### src/hdl/tsu_pkg.sv
// Shared types, constants and output formatting for trig_series_unit.
// No dependencies; used by every module under hdl/.
package tsu_pkg;

    // Internal format: signed, 40 fraction bits, held in 64 bits.
    localparam int IFRAC = 40;
    localparam int RSHIFT = 62;
    localparam logic [63:0] LIM = 64'h3FFF_FFFF_FFFF_FFFF;
    localparam logic [63:0] ONE = 64'h0000_0100_0000_0000;
    localparam logic [48:0] OUT_POS_MAX = 49'h0_7FFF_FFFF_FFFF;
    localparam logic [48:0] OUT_NEG_MAX = 49'h0_8000_0000_0000;

    // Function select codes
    typedef enum logic [1:0] {
        CMD_SIN = 2'd0,
        CMD_COS = 2'd1,
        CMD_TAN = 2'd2,
        CMD_COT = 2'd3
    } cmd_t;

    typedef struct packed {
        logic [1:0]         cmd;
        logic signed [31:0] angle;
    } in_word_t;

    typedef struct packed {
        logic signed [47:0] value;
        logic               div_zero;
    } out_word_t;

    // Request to the shared multiplier
    typedef struct packed {
        logic               start;
        logic signed [63:0] a;
        logic signed [63:0] b;
        logic               inv;    // negate the product
        logic               f62;    // shift by 62 instead of 40
    } mul_req_t;

    // Request to the divider
    typedef struct packed {
        logic        start;
        logic [63:0] num;
        logic [63:0] den;
        logic        neg;
    } div_req_t;

    // Saturate a magnitude into the signed 48-bit output format.
    function automatic logic [47:0] to_out(input logic neg, input logic [63:0] m);
        logic [63:0] c;
        logic [63:0] r;
        c = m;
        if (!neg && m > {15'd0, OUT_POS_MAX}) begin
            c = {15'd0, OUT_POS_MAX};
        end
        if (neg && m > {15'd0, OUT_NEG_MAX}) begin
            c = {15'd0, OUT_NEG_MAX};
        end
        r = neg ? (64'd0 - c) : c;
        return r[47:0];
    endfunction

endpackage

### src/hdl/tsu_mul.sv
// Shared multiply unit: 64x64 magnitude product from four 32x32 partial
// products, shift by 40 or 62, clamp to +-LIM. Depends on tsu_pkg.
module tsu_mul (
    input  logic                aclk,
    input  logic                aresetn,
    input  tsu_pkg::mul_req_t   req,
    output logic                done,
    output logic signed [63:0]  res
);

    logic         busy_reg, busy_next;
    logic         fin_reg, fin_next;
    logic [1:0]   cnt_reg, cnt_next;
    logic [63:0]  a_reg, a_next;
    logic [63:0]  b_reg, b_next;
    logic         neg_reg, neg_next;
    logic         f62_reg, f62_next;
    logic [127:0] acc_reg, acc_next;
    logic         done_reg, done_next;
    logic signed [63:0] res_reg, res_next;

    logic [31:0]  a_half, b_half;
    logic [63:0]  pp;
    logic [127:0] pp_sh;
    logic [87:0]  shifted;
    logic [63:0]  mag;

    // Partial product for the current step
    always_comb begin
        a_half = cnt_reg[0] ? a_reg[63:32] : a_reg[31:0];
        b_half = cnt_reg[1] ? b_reg[63:32] : b_reg[31:0];
        pp = 64'(a_half) * 64'(b_half);
        case (cnt_reg)
            2'd0:    pp_sh = {64'd0, pp};
            2'd3:    pp_sh = {pp, 64'd0};
            default: pp_sh = {32'd0, pp, 32'd0};
        endcase
    end

    // Final scale and clamp
    always_comb begin
        shifted = f62_reg ? {22'd0, acc_reg[127:62]} : acc_reg[127:40];
        mag = (shifted > {24'd0, tsu_pkg::LIM}) ? tsu_pkg::LIM : shifted[63:0];
    end

    always_comb begin
        busy_next = busy_reg;
        fin_next  = 1'b0;
        cnt_next  = cnt_reg;
        a_next    = a_reg;
        b_next    = b_reg;
        neg_next  = neg_reg;
        f62_next  = f62_reg;
        acc_next  = acc_reg;
        done_next = 1'b0;
        res_next  = res_reg;
        if (req.start) begin
            busy_next = 1'b1;
            cnt_next  = 2'd0;
            a_next    = req.a[63] ? (64'd0 - req.a) : req.a;
            b_next    = req.b[63] ? (64'd0 - req.b) : req.b;
            neg_next  = req.a[63] ^ req.b[63] ^ req.inv;
            f62_next  = req.f62;
            acc_next  = '0;
        end else if (busy_reg) begin
            acc_next = acc_reg + pp_sh;
            cnt_next = cnt_reg + 2'd1;
            if (cnt_reg == 2'd3) begin
                busy_next = 1'b0;
                fin_next  = 1'b1;
            end
        end else if (fin_reg) begin
            done_next = 1'b1;
            res_next  = neg_reg ? (64'sd0 - signed'(mag)) : signed'(mag);
        end
    end

    always_ff @(posedge aclk) begin
        if (!aresetn) begin
            busy_reg <= 1'b0;
            fin_reg  <= 1'b0;
            done_reg <= 1'b0;
        end else begin
            busy_reg <= busy_next;
            fin_reg  <= fin_next;
            done_reg <= done_next;
        end
        cnt_reg <= cnt_next;
        a_reg   <= a_next;
        b_reg   <= b_next;
        neg_reg <= neg_next;
        f62_reg <= f62_next;
        acc_reg <= acc_next;
        res_reg <= res_next;
    end

    assign done = done_reg;
    assign res  = res_reg;

endmodule

### config.mk
export PLATFORM = sky130hd
export DESIGN_NAME = tsu_mul
export DESIGN_NICKNAME = d
export VERILOG_FILES = /design/src/hdl/tsu_pkg.sv /design/src/hdl/tsu_mul.sv
export SDC_FILE = /design/constraint.sdc
export NUM_CORES = 2
export LEC_CHECK = 0
export ABC_AREA = 1
export BUFFER_PORTS_ARGS = -buffer_cell sky130_fd_sc_hd__buf_4
export CAP_MARGIN = 30
export CORE_ASPECT_RATIO = 0.75
export CORE_MARGIN = 10
export CORE_UTILIZATION = 45
export DETAILED_ROUTE_END_ITERATION = 8
export PLACE_DENSITY_LB_ADDON = 0.2
export SLEW_MARGIN = 0
export SYNTH_ARGS = -nofsm -noshare
export SYNTH_HDL_FRONTEND = slang
export SYNTH_SLANG_ARGS = --single-unit
### constraint.sdc
create_clock -name aclk -period 10.45 [get_ports aclk]
set_input_delay 2.09 -clock aclk [delete_from_list [all_inputs] [get_ports aclk]]
set_output_delay 2.09 -clock aclk [all_outputs]
set_load 0.01 [all_outputs]
# After elaboration in Yosys (flattened, before gate mapping)

Cells that the tools add are included.

Add/subtract/negate cells: 5
Multiply operators: 1
Bitwise logic cells: 5
Eq/ne operators: 1
Magnitude comparators: 1
Multiplexer cells: 13
Reduce and logical (&&, ||, !) cells: 4

Operators by type and width:

| kind                                                  | number |
|---|---|
| case mux 128 bit (2 select lines)                     | 1 |
| subtractor 1 x 64 -> 64 bit (first input constant)    | 3 |
| adder 128 bit                                         | 1 |
| 2-to-1 mux 64 bit                                     | 2 |
| 2-to-1 mux 63 bit                                     | 2 |
| > comparator 88 x 62 -> 1 bit (second input constant) | 1 |
| 2-to-1 mux 88 bit                                     | 1 |
| multiplier 32 x 32 -> 64 bit                          | 1 |
| 2-to-1 mux 32 bit                                     | 2 |
| OR reduction 3 bit                                    | 2 |
| 2-to-1 mux 1 bit                                      | 5 |
| NOT 1 bit                                             | 3 |
| AND reduction 3 bit                                   | 1 |
| adder 2 x 1 -> 2 bit (second input constant)          | 1 |
| equality test 2 bit (second input constant)           | 1 |
| logical NOT 2 bit                                     | 1 |
| bitwise XOR 1 bit                                     | 2 |

Logic and storage cells: 42
Output and inout bits: 65
Register bits: 327

# Longest topological paths before layout

Word-level depth: 5
Gate-level depth with buffers: 58
Mapped depth without buffers: 55

# Least setup slack after synthesis

OpenSTA, ideal clock, no wires.

Path type: register to register
From: register cnt_reg[1]
To: register acc_reg[120]
Stages on the path, launching flop included: 49
Arrival time: 9.184 ns
Clock period less this slack: 9.293 ns
Slack: 1.157 ns
Path through: dfxtp_1 clkbuf_1 inv_1 clkbuf_1 or2_2 o21ai_1 clkbuf_1 nor2_1 fa_1 fa_1 fa_1 inv_1 fa_1 inv_1 fa_1 inv_1 fa_1 inv_1 [... 13 more ...] nand3_1 nand2_1 ha_1 nand2_1 nor2_1 inv_1 nor2_1 inv_1 nor2_1 inv_1 nor3_1 nand2_1 nand2_1 nand3_1 nand3_1 nand3_1 nand2_1 inv_1

Longest elaborated chain between the ends: 4

RTL lines:

| element                               | line          | text |
|---|---|---|
| from (decl)                           | tsu_mul.sv:13 | `logic [1:0] cnt_reg, cnt_next;` |
| from (signal assigned)                | tsu_mul.sv:88 | `cnt_reg <= cnt_next;` |
| 2-to-1 mux 32 bit                     | tsu_mul.sv:31 | `b_half = cnt_reg[1] ? b_reg[63:32] : b_reg[31:0];` |
| multiplier 32 x 32 -> 64 bit          | tsu_mul.sv:32 | `pp = 64'(a_half) * 64'(b_half);` |
| case mux 128 bit (2 select lines) (*) | tsu_mul.sv:33 | `case (cnt_reg)` |
| adder 128 bit (*)                     | tsu_mul.sv:66 | `acc_next = acc_reg + pp_sh;` |
| to (signal assigned)                  | tsu_mul.sv:93 | `acc_reg <= acc_next;` |
| to (decl)                             | tsu_mul.sv:18 | `logic [127:0] acc_reg, acc_next;` |

Every way passes the cells marked *; elsewhere a longest branch is shown, timed or not.
A chain may end at the register's enable or synchronous reset.

# Final worst setup path

From: register cnt_reg[1]
To: register acc_reg[108]

The elaborated chain is that of the path after synthesis.

==> results.sh <==
export IMPL_dieArea_um2=158800
export IMPL_end_kind="register"
export IMPL_vias_per_cell=5.561
export IMPL_cts_sinks=327
export IMPL_synth_top_family_by_area="adder cells"
export IMPL_numCtsBuffers=42
export IMPL_num_vias=70980
export IMPL_grt_remaining_overflow=0
export IMPL_hold_viol=0
export IMPL_crit_buf_inv=21
export IMPL_fmax_mhz=96.72
export IMPL_critPathKind="register to register"
export IMPL_crit_fanout=7
export IMPL_max_slew_margin_rel_pct=24.38
export IMPL_critPathTopFamily="adder cells"
export IMPL_clk_pin_slew_ps=60
export IMPL_synth_edf_count=194
export IMPL_reg2reg_depth=54
export IMPL_synth_area_top_cells="fa_1 28%, inv_1 12%, nand2_1 10%, nor2_1 9.4%, edfxtp_1 9.0%"
export IMPL_hp_class="register to register"
export IMPL_crit_top_cell="inv_1"
export IMPL_status="finished, final reports clean"
export IMPL_synth_simple_gate_area_share_pct=25.18
export IMPL_tightestPinTransition_ps=1134
export IMPL_fin_crit_sh_pct=98.93
export IMPL_antenna_left=0
export IMPL_hpwlAfterDp_um=283300
export IMPL_ctsLongestPathBuffers=3
export IMPL_grt_pass1_wl_um=464800
export IMPL_portBuffers=197
export IMPL_cts_tree="built"
export IMPL_ys_types=52
export IMPL_postLayoutCoreUtil_pct=60.23
export IMPL_synth_top_area_share_pct=27.89
export IMPL_m1WireLength_um=142200
export IMPL_synth_seq_cells=327
export IMPL_hold_buffers=0
export IMPL_arrival_ps=10920
export IMPL_max_stage_delay_ps=710
export IMPL_placed_cell_area_um2=79520
export IMPL_grt_pass1_vias=67210
export IMPL_htreeDepth=2
export IMPL_whs_endpoint="done"
export IMPL_worstSkewPairLatency_ps=700
export IMPL_wl_met3_um=61160
export IMPL_top_layer="met5"
export IMPL_wl_per_cell_um=26.16
export IMPL_grt_setup_unrepaired="true"
export IMPL_drc=0
export IMPL_synthMuxAreaShare_pct=0.06219
export IMPL_syn_area_per_cell_um2=6.953
export IMPL_cp_required_ps=11030
export IMPL_synth_area_um2=64390
export IMPL_coreArea_um2=142500
export IMPL_yosysWarnings=0
export IMPL_r2r_end="acc_reg[108]"
export IMPL_largest_reg_flops=128
export IMPL_route_met2_wl_um=119600
export IMPL_fin_skew_ps=68.28
export IMPL_track_usage_pct=39.98
export IMPL_synth_compound_area_share_pct=8.706
export IMPL_drt_pass1_iter_count=7
export IMPL_syn_inst=9260
export IMPL_r2r_start="cnt_reg[1]"
export IMPL_drive_gt1_share_pct=25.37
export IMPL_r2r_setup_slack_ps=110
export IMPL_worstSetupStartpoint="cnt_reg[1]"
export IMPL_maxCapViolCount=0
export IMPL_ys_flop_type="edfxtp_1"
export IMPL_cp_slowest_cell="fa_2"
export IMPL_ios=198
export IMPL_setup_violations=0
export IMPL_start_util_pct=45.19
export IMPL_syn_nets=10690
export IMPL_antenna_found_initial=19
export IMPL_synthXorXnorAreaFrac_pct=3.578
export IMPL_postSynth_asyncResetShare_pct=0
export IMPL_start_kind="register"
export IMPL_layout_nets=12270
export IMPL_clock_root_buffer="clkbuf_16"
export IMPL_worstHoldPathCells=2
export IMPL_holdCritStartpoint="fin_reg"
export IMPL_gp_congestion=1.089
export IMPL_grt_max_degree=80
export IMPL_final_area_um2=85820
export IMPL_drt_initial_drc_count=9579
export IMPL_die_h_um=347.6
export IMPL_rows=120
export IMPL_final_common_cell="inv_1"
export IMPL_most_common_layout_cells="1935 x inv_1, 1653 x buf_4, 1647 x nand2_1"
export IMPL_finalMaxSlewViolations=0
export IMPL_min_period_ps=10340
export IMPL_seq_area_frac_synth_pct=13.18
export IMPL_die_x_um=456.8
export IMPL_synthAdderAreaFrac_pct=35.70
export IMPL_area_growth_pct=33.29
export IMPL_synth_top_area_cell="fa_1"
export IMPL_routed_wl_um=333900
## kinds of logic after synthesis
group	Yosys count
and+or+nand+nor	4014
muxes	4
AOI/OAI and AO/OA	1042
DFF	327
adders and majority gates	1299
buffers and inverters	2311
xor gates and xnor gates	263
## what timing repair did
| item | CTS | global route |
|---|---|---|
| resized for setup | 228 | 864 |
| endpoints found under the setup margin | 97 | 98 |
| cloned | 0 | 4 |
| setup buffers | 18 | 91 |
| pin swaps | 23 | 269 |
## worst register-to-register path, delay by kind of cell, from the launching register on
kind,cells,cell delay (ps)
XOR/XNOR,1,170
buffers and inverters,21,2390
AO/OA/AOI/OAI,8,1230
flip-flops,1,340
adder cells (fa/ha/maj),10,4520
AND/OR/NAND/NOR,14,1630
## per-stage QoR
step	hold slack, ps	cells	setup slack (ps)	setup TNS, ps
after global routing	518.4	12760	-154.6	-4830
after CTS	492.9	12670	-5.171	-5.171
final	500.6	12760	111.3	0
after floorplan	422.5	9260	1157	0
after global placement	472.2	12560	-1064	-57780
after detailed placement	484.8	12570	-1103	-60910
## layout make-up
| cell class | instances | area [µm²] |
|---|---|---|
| Timing Repair Buffer | 1804 | 14970 |
| Inverter | 2038 | 7681 |
| Tap cell | 1891 | 2366 |
| Antenna cell | 3 | 7.507 |
| Clock inverter | 25 | 291.5 |
| Multi-Input combinational cell | 6622 | 50870 |
| Clock buffer | 53 | 1132 |
| Fill cell | 13280 | 56670 |
| Sequential cell | 327 | 8494 |
## worst max-delay path by stage
stage	end	slack (ps)	cells past startpoint
4_1_cts	acc_reg[125]	-5	50
3_5_place_dp	acc_reg[103]	-1100	44
6_report	acc_reg[108]	110	54
5_1_grt	acc_reg[126]	-150	55
2_1_floorplan	acc_reg[120]	1160	48
3_3_place_gp	acc_reg[103]	-1060	44
## cells in the mapped netlist (21+ instances only)
| cell type | count |
|---|---|
| nor3_1 | 76 |
| inv_1 | 2000 |
| xnor2_1 | 86 |
| fa_1 | 897 |
| nor2_1 | 1607 |
| xor2_1 | 177 |
| nand4_1 | 95 |
| clkbuf_1 | 235 |
| nand3_1 | 317 |
| o21ai_0 | 412 |
| o21bai_1 | 45 |
| clkinv_1 | 35 |
| ha_1 | 402 |
| dfxtp_1 | 133 |
| nor4_1 | 37 |
| nand2_1 | 1772 |
| or2_2 | 73 |
| edfxtp_1 | 194 |
| a21o_1 | 21 |
| o22ai_1 | 38 |
| o21ai_1 | 57 |
| a21oi_1 | 406 |
## metal layers
| metal | vias up | global-route usage (%) |
|---|---|---|
| li1 | 31320 | - |
| met1 | 34190 | 57.68 |
| met2 | 4817 | 49.48 |
| met3 | 628 | 22.98 |
| met4 | 22 | 10.40 |
| met5 | - | 0.9650 |
Power is left out: the tool's default activity adds up to more than one toggle a clock period on the data nets, which glitch-free logic cannot reach.
