--- config.mk ---
export PLATFORM = sky130hd
export DESIGN_NAME = tsu_div
export DESIGN_NICKNAME = d
export VERILOG_FILES = /design/src/hdl/tsu_pkg.sv /design/src/hdl/tsu_div.sv
export SDC_FILE = /design/constraint.sdc
export NUM_CORES = 1
export LEC_CHECK = 0
export ABC_AREA = 1
export BUFFER_PORTS_ARGS = -buffer_cell sky130_fd_sc_hd__buf_2
export CAP_MARGIN = 15
export CELL_PAD_IN_SITES_DETAIL_PLACEMENT = 0
export CELL_PAD_IN_SITES_GLOBAL_PLACEMENT = 1
export CORE_ASPECT_RATIO = 0.9
export CORE_UTILIZATION = 45
export CTS_CLUSTER_SIZE = 10
export DETAILED_ROUTE_END_ITERATION = 8
export PLACE_DENSITY_LB_ADDON = 0.25
export SETUP_SLACK_MARGIN = 0.4
export SLEW_MARGIN = 5
export SYNTH_ARGS = -nofsm -noshare
export SYNTH_HDL_FRONTEND = slang
export SYNTH_SLANG_ARGS = --single-unit
export TNS_END_PERCENT = 5
--- constraint.sdc ---
create_clock -name aclk -period 4.15 [get_ports aclk]
set_clock_uncertainty 0.15 [all_clocks]
set_input_delay 0.415 -clock aclk [delete_from_list [all_inputs] [get_ports aclk]]
set_output_delay 0.415 -clock aclk [all_outputs]
set_load 0.05 [all_outputs]
--- src/hdl/tsu_pkg.sv ---
// Shared types, constants and output formatting for trig_series_unit.
// No dependencies; used by every module under hdl/.
package tsu_pkg;

    // Internal format: signed, 40 fraction bits, held in 64 bits.
    localparam int IFRAC = 40;
    localparam int RSHIFT = 62;
    localparam logic [63:0] LIM = 64'h3FFF_FFFF_FFFF_FFFF;
    localparam logic [63:0] ONE = 64'h0000_0100_0000_0000;
    localparam logic [48:0] OUT_POS_MAX = 49'h0_7FFF_FFFF_FFFF;
    localparam logic [48:0] OUT_NEG_MAX = 49'h0_8000_0000_0000;

    // Function select codes
    typedef enum logic [1:0] {
        CMD_SIN = 2'd0,
        CMD_COS = 2'd1,
        CMD_TAN = 2'd2,
        CMD_COT = 2'd3
    } cmd_t;

    typedef struct packed {
        logic [1:0]         cmd;
        logic signed [31:0] angle;
    } in_word_t;

    typedef struct packed {
        logic signed [47:0] value;
        logic               div_zero;
    } out_word_t;

    // Request to the shared multiplier
    typedef struct packed {
        logic               start;
        logic signed [63:0] a;
        logic signed [63:0] b;
        logic               inv;    // negate the product
        logic               f62;    // shift by 62 instead of 40
    } mul_req_t;

    // Request to the divider
    typedef struct packed {
        logic        start;
        logic [63:0] num;
        logic [63:0] den;
        logic        neg;
    } div_req_t;

    // Saturate a magnitude into the signed 48-bit output format.
    function automatic logic [47:0] to_out(input logic neg, input logic [63:0] m);
        logic [63:0] c;
        logic [63:0] r;
        c = m;
        if (!neg && m > {15'd0, OUT_POS_MAX}) begin
            c = {15'd0, OUT_POS_MAX};
        end
        if (neg && m > {15'd0, OUT_NEG_MAX}) begin
            c = {15'd0, OUT_NEG_MAX};
        end
        r = neg ? (64'd0 - c) : c;
        return r[47:0];
    endfunction

endpackage

--- src/hdl/tsu_div.sv ---
// Restoring divider: |num| * 2^32 / |den|, one quotient bit per cycle,
// saturated to the 48-bit output format. Depends on tsu_pkg.
module tsu_div (
    input  logic              aclk,
    input  logic              aresetn,
    input  tsu_pkg::div_req_t req,
    output logic              done,
    output logic [47:0]       quo
);

    localparam int STEPS = 95;

    logic        busy_reg, busy_next;
    logic [6:0]  cnt_reg, cnt_next;
    logic [94:0] sr_reg, sr_next;
    logic [63:0] rem_reg, rem_next;
    logic [63:0] den_reg, den_next;
    logic [48:0] q_reg, q_next;
    logic        over_reg, over_next;
    logic        neg_reg, neg_next;
    logic        done_reg, done_next;
    logic [47:0] quo_reg, quo_next;

    logic [63:0] rem_sh;
    logic        qb;
    logic [48:0] q_try;

    always_comb begin
        rem_sh = {rem_reg[62:0], sr_reg[94]};
        qb     = (rem_sh >= den_reg);
        q_try  = {q_reg[47:0], qb};
    end

    always_comb begin
        busy_next = busy_reg;
        cnt_next  = cnt_reg;
        sr_next   = sr_reg;
        rem_next  = rem_reg;
        den_next  = den_reg;
        q_next    = q_reg;
        over_next = over_reg;
        neg_next  = neg_reg;
        done_next = 1'b0;
        quo_next  = quo_reg;
        if (req.start) begin
            busy_next = 1'b1;
            cnt_next  = 7'(STEPS - 1);
            sr_next   = {req.num[62:0], 32'd0};
            rem_next  = '0;
            den_next  = req.den;
            q_next    = '0;
            over_next = 1'b0;
            neg_next  = req.neg;
        end else if (busy_reg) begin
            sr_next  = {sr_reg[93:0], 1'b0};
            rem_next = qb ? (rem_sh - den_reg) : rem_sh;
            // quotient freezes once past the output range
            if (!over_reg) begin
                q_next = q_try;
                if (q_try > tsu_pkg::OUT_NEG_MAX) begin
                    over_next = 1'b1;
                end
            end
            cnt_next = cnt_reg - 7'd1;
            if (cnt_reg == 7'd0) begin
                busy_next = 1'b0;
                done_next = 1'b1;
                quo_next  = tsu_pkg::to_out(neg_reg,
                    {15'd0, (over_reg ? q_reg : q_try)});
            end
        end
    end

    always_ff @(posedge aclk) begin
        if (!aresetn) begin
            busy_reg <= 1'b0;
            done_reg <= 1'b0;
        end else begin
            busy_reg <= busy_next;
            done_reg <= done_next;
        end
        cnt_reg  <= cnt_next;
        sr_reg   <= sr_next;
        rem_reg  <= rem_next;
        den_reg  <= den_next;
        q_reg    <= q_next;
        over_reg <= over_next;
        neg_reg  <= neg_next;
        quo_reg  <= quo_next;
    end

    assign done = done_reg;
    assign quo  = quo_reg;

endmodule

---- Yosys cells after proc, flatten, opt, wreduce, memory -nomap -nowiden ----
Cells that the tools add are included.
cells by class
  multiplexer cells ....................... 16
  bitwise gates (word level) .............. 3
  add/sub/neg operators ................... 3
  reduce and logical (&&, ||, !) cells .... 7
  order comparisons ....................... 4
operators by type and width
  kind                     count
  $mux W48                 6
  $mux W95                 2
  $gt A49 B48 Y1 const B   2
  $ge A64 B64 Y1           1
  $mux W63                 1
  $sub A63 B63 Y63         1
  $gt A49 B47 Y1 const B   1
  $mux W49                 1
  $sub A1 B48 Y48 const A  1
  $logic_not A7 Y1         1
  $sub A7 B1 Y7 const B    1
  $mux W1                  6
  $not A1 Y1               3
  $reduce_and A3 Y1        1
  $reduce_or A3 Y1         1
  $logic_and A1 B1 Y1      2
  $reduce_bool A2 Y1       1
  $logic_not A1 Y1         1
storage, ports and cells
  register bits ........................... 298
  input bits .............................. 132
  word-level logic and storage cells ...... 43
  output and inout bits ................... 49

---- Depth between registers and ports, before layout ----
  depth after elaboration ................. 11
  gate-level depth with buffers ........... 27
  gate-level depth less buffers ........... 26

---- Worst setup path before layout ----
No wires, ideal clock.
  kind .................................... input to register
  from .................................... input req[129] (netlist name)
  to ...................................... register quo_reg[0], in the netlist quo[0] (enable)
  required time ........................... 3.546 ns
  slack ................................... 0.306 ns
  setup time .............................. 0.454 ns
  path buffers ............................ 2
  stages .................................. 5
  data arrival time ....................... 3.240 ns
  cells stage by stage .................... clkbuf_1 nor2_1 inv_2 clkbuf_1 nor2_1
between the ends
  cells in the longest elaborated chain, start to end .. 2
RTL lines
  element                             line           text
  start, declared                     tsu_div.sv:6   input tsu_pkg::div_req_t req,
  $not A1 Y1 (no source line)         n/a
  $reduce_and A3 Y1 (no source line)  n/a
  end signal, assigned                tsu_div.sv:89  quo_reg <= quo_next;
  end, declared                       tsu_div.sv:22  logic [47:0] quo_reg, quo_next;
No other way between the ends.
A chain may end at the register's enable or synchronous reset.

---- Final worst setup path ----
  from .................................... register den_reg[46]
  to ...................................... register rem_reg[4]
between the ends
  cells in the longest elaborated chain, start to end .. 2
RTL lines
  element                 line           text
  start, declared         tsu_div.sv:17  logic [63:0] den_reg, den_next;
  start signal, assigned  tsu_div.sv:85  den_reg <= den_next;
  $ge A64 B64 Y1          tsu_div.sv:30  qb = (rem_sh >= den_reg);
  $mux W63                tsu_div.sv:56  rem_next = qb ? (rem_sh - den_reg) : rem_sh;
  end signal, assigned    tsu_div.sv:84  rem_reg <= rem_next;
  end, declared           tsu_div.sv:16  logic [63:0] rem_reg, rem_next;
No other way between the ends.

==> impl_table.tex <==
\begin{tabular}{lr}
\hline
Metric & Value \\
\hline
\multicolumn{2}{l}{\textbf{Status}} \\
Outcome & completed \\
\multicolumn{2}{l}{\textbf{Synth}} \\
Top cells by area, synth & sky130\_fd\_sc\_hd\_\_edfxtp\_1 (29\%), sky130\_fd\_sc\_hd\_\_nand2\_1 (15\%), sky130\_fd\_sc\_hd\_\_dfxtp\_1 (14\%) \\
Number of storage elements in the synthesis netlist & 298 \\
Number of warnings issued by yosys & 0 \\
Primary flip-flop cell chosen by synthesis mapping & sky130\_fd\_sc\_hd\_\_edfxtp\_1 \\
Cell taking the most area after synthesis & sky130\_fd\_sc\_hd\_\_edfxtp\_1 \\
Synthesized cell area & 18000 um\^{}2 \\
Number of synthesized flops with an enable pin & between 150 and 200 \\
Net count after synthesis & 2539 \\
Count of cell types in the netlist & 53 \\
Number of standard cells after synthesis & 2339 \\
Commonest cells post-synth & sky130\_fd\_sc\_hd\_\_nand2\_1 (713), sky130\_fd\_sc\_hd\_\_inv\_1 (304), sky130\_fd\_sc\_hd\_\_edfxtp\_1 (176), sky130\_fd\_sc\_hd\_\_nor2\_1 (153), sky130\_fd\_sc\_hd\_\_dfxtp\_1 (122) \\
Post-synth top area share & 29.3\% \\
Avg Synthesized Cell Area & 7.71 um\^{}2 \\
Most instantiated library cell after synthesis & sky130\_fd\_sc\_hd\_\_nand2\_1 \\
Register area share after synthesis & $\sim$43\% \\
Share of synthesized registers carrying an async set or reset & 0\% \\
\multicolumn{2}{l}{\textbf{Clock tree}} \\
Clock tree root buffer cell & sky130\_fd\_sc\_hd\_\_clkbuf\_16 \\
CTS buffer count & 37 \\
Clock tree from TritonCTS & built \\
Skew-Pair Late Insertion Delay & between 0.5 and 0.6 ns \\
Clock transition at path regs & 0.06 ns \\
Count of H-tree levels built during CTS & 2 \\
Number of buffers between clock root and the deepest sink & 3 \\
Num Clock Sinks & 298 \\
\multicolumn{2}{l}{\textbf{GRT}} \\
Number of antenna violations at the first check in global routing & 0 \\
Met3 usage in global routing & 3.29\% \\
Met1 layer usage reported by global route & 37.3\% \\
GRT met2 Usage & a little under two fifths \\
First-pass GRT wire length & 80600 um \\
Overall global routing resource usage & 25.0\% \\
Busiest layer in global routing & met2 \\
Vias in the first global route & 15328 \\
Maximum number of pins on one net before global-route repair & between 100 and 150 \\
GRT overflow & 0 \\
\multicolumn{2}{l}{\textbf{Placement}} \\
Placed Cells incl. Taps & roughly 3000 \\
Global placement routability congestion & 0.912 \\
Half-perimeter wire length after detailed placement & 36300 um \\
Number of buffers added on ports & 179 \\
Setup slack after placement & 0.419 ns \\
Post-Place Cell Area & 19400 um\^{}2 \\
\multicolumn{2}{l}{\textbf{Cells and area}} \\
Fin area & approximately 22000 um\^{}2 \\
Area used by multi-input combinational logic & about 9000 um\^{}2 \\
Number of standard cells in the layout, taps in and fillers out & 3205 \\
Filler Cells Inserted & about 3800 \\
Nets & 2844 \\
Flip-flop count of the largest register, all copies and words added & 64 \\
Fraction of layout cells with a size suffix above 1 & 14.5\% \\
Area taken by flip-flops and latches & approximately 7700 um\^{}2 \\
Synthesis-to-finish area growth & 24.0\% \\
\multicolumn{2}{l}{\textbf{Detailed routing}} \\
Total number of vias & between 15000 and 20000 \\
Avg WL per Cell & 16.1 um \\
Drt first-iter violations & around 1200 \\
Number of iterations in the first detailed-routing pass & 5 \\
Post-route antenna net violation count & 0 \\
Via-to-Cell Ratio & a little over 5 \\
Total Routed Length & 51700 um \\
DRC & 0 \\
\multicolumn{2}{l}{\textbf{Timing}} \\
TNS Setup & 0 ns \\
Measured slew at the worst slew-check pin & 1.09 ns \\
Share of the clock period used by the worst path after layout & 85.2\% \\
Pins over their slew limit & 0 \\
Min Clock Period, post-route & roughly 3.5 ns \\
Setup repair after global routing missed its margin & yes \\
Maximum clock rate & 283 MHz \\
Setup violation total in the final timing report & 0 \\
Setup slack after layout & about 0.6 ns \\
Worst rel slew slack & a little over a quarter \\
Final hold violations & 0 \\
\multicolumn{2}{l}{\textbf{Power and ir drop}} \\
Power per standard cell area & around 310 nW/um\^{}2 \\
Leakage power total & $\sim$10 nW \\
VDD IR max & 0.401 mV \\
Post-route total power & 6.94 mW \\
\multicolumn{2}{l}{\textbf{Floorplan}} \\
Top-Level Pins & about 180 \\
Die ar. & 40900 um\^{}2 \\
Overall die height & 192 um \\
Die Wd & 213 um \\
Core Box Area & slightly below 40000 um\^{}2 \\
Std cell rows & 69 \\
Initial standard-cell utilization of the core & a little under half \\
\multicolumn{2}{l}{\textbf{Setup path}} \\
Worst Path Class, Setup & flip-flop to flip-flop \\
Kind of launch point of the worst setup path & flip-flop \\
Worst-path maximum fanout & 100 \\
Sort of element at the end of the critical path & flip-flop \\
Crit path arrival time & 3.82 ns \\
Required time worst endpoint & roughly 4.4 ns \\
\multicolumn{2}{l}{\textbf{Hold path}} \\
Path type of the worst min-delay path & primary input to flip-flop \\
\multicolumn{2}{l}{\textbf{Job}} \\
\# Max-Cap Violations & 0 \\
\hline
\end{tabular}
==> cell families (layout without fill, tap and decap cells) <==
| group | after synthesis | count (layout) | share of synthesized area, % |
|---|---|---|---|
| AOI/OAI and AO/OA | 451 | 451 | 15.9 |
| xor gates and xnor gates | 67 | 67 | 3.25 |
| adders and majority gates | 68 | 68 | 4.76 |
| buffers and inverters | 398 | 730 | 8.89 |
| DFF | 298 | 298 | 42.8 |
| other | 0 | 1 | 0 |
| and+or+nand+nor | 1057 | 1058 | 24.3 |
==> layout by cell type (no fill, tap or decap), types with 15 or more instances in the layout <==
cell type / instances
sky130_fd_sc_hd__inv_1: 302
sky130_fd_sc_hd__clkbuf_16: 44
sky130_fd_sc_hd__nand4_1: 23
sky130_fd_sc_hd__a31oi_1: 17
sky130_fd_sc_hd__o21ai_1: 38
sky130_fd_sc_hd__nor3_1: 17
sky130_fd_sc_hd__dlygate4sd3_1: 128
sky130_fd_sc_hd__buf_4: 32
sky130_fd_sc_hd__edfxtp_1: 176
sky130_fd_sc_hd__nand2_2: 21
sky130_fd_sc_hd__buf_2: 178
sky130_fd_sc_hd__nand2_1: 705
sky130_fd_sc_hd__ha_1: 51
sky130_fd_sc_hd__nand3_1: 73
sky130_fd_sc_hd__xor2_1: 31
sky130_fd_sc_hd__o21ai_0: 107
sky130_fd_sc_hd__xnor2_1: 36
sky130_fd_sc_hd__o211ai_1: 24
sky130_fd_sc_hd__a21oi_1: 111
sky130_fd_sc_hd__dfxtp_1: 121
sky130_fd_sc_hd__o21a_1: 18
sky130_fd_sc_hd__o41ai_1: 24
sky130_fd_sc_hd__o22ai_1: 42
sky130_fd_sc_hd__nor2_1: 142
sky130_fd_sc_hd__clkbuf_1: 22
sky130_fd_sc_hd__nor4_1: 18
sky130_fd_sc_hd__nor2_2: 15
==> what timing repair did <==
item,CTS,global route
hold endpoints to repair,129,0
setup buffers,0,9
cloned,0,7
resized for setup,1,67
setup endpoints to repair,2,49
pin swaps,0,14
hold buffers,128,0
==> critical path: stages (launching register included) <==
cell,delay (ns)
sky130_fd_sc_hd__edfxtp_1,0.32
sky130_fd_sc_hd__inv_1,0.04
sky130_fd_sc_hd__ha_2,0.36
sky130_fd_sc_hd__nand2_2,0.10
sky130_fd_sc_hd__nor2_4,0.14
sky130_fd_sc_hd__inv_1,0.06
sky130_fd_sc_hd__nor2_2,0.13
sky130_fd_sc_hd__nand2_2,0.09
sky130_fd_sc_hd__nor4_4,0.35
sky130_fd_sc_hd__nand2_2,0.10
sky130_fd_sc_hd__buf_4,0.15
sky130_fd_sc_hd__nand2_2,0.05
sky130_fd_sc_hd__buf_4,0.75
sky130_fd_sc_hd__o21ai_0,0.24
sky130_fd_sc_hd__o211ai_1,0.15
sky130_fd_sc_hd__o21ai_0,0.11
==> final cells by class <==
type,count,share of cell area [%]
multi-input combinational,1644,40.4
sequential,298,34.6
timing repair buffer,348,11.8
inverter,315,5.30
clock buffer,61,4.68
tap,532,2.98
clock inverter,6,0.263
antenna,1,0.0112
==> where the power goes <==
group / internal (mW) / switching, mW / total (mW) / leakage, nW
logic: 0.259 / 0.376 / 0.636 / 7.16
registers: 3.27 / 0.0382 / 3.30 / 2.71
clock network: 1.73 / 1.26 / 3.00 / 0.532
total: 5.26 / 1.68 / 6.94 / 10.4
==> stage by stage <==
step / hold slack, ns / utilization, %
2_1_floorplan: 0.285 / -
6_report: 0.0238 / 56.6
3_5_place_dp: 0.314 / 49.2
3_3_place_gp: 0.303 / 49.2
4_1_cts: 0.00186 / 55.2
5_1_grt: 0.00994 / 56.6
==> layer usage <==
layer / routed length (um) / vias to the layer above
li1: - / 8440
met1: 25400 / 7595
met4: 1020 / 0
met3: 3010 / 74
met5: 0 / -
met2: 22200 / 518
==> path summary, 6_finish.rpt <==
| check | start | slack [ns] | depth (start not counted) | end |
|---|---|---|---|---|
| worst max register to register | den_reg[46] | 0.61 | 15 | rem_reg[4] |
| worst min-delay path | req[127] | 0.02 | 3 | sr_reg[94] |
| worst min register to register | rem_reg[51] | 0.32 | 2 | rem_reg[51] |
| worst max-delay path | den_reg[46] | 0.61 | 15 | rem_reg[4] |
No activity file was read; power rests on OpenSTA's default activity.
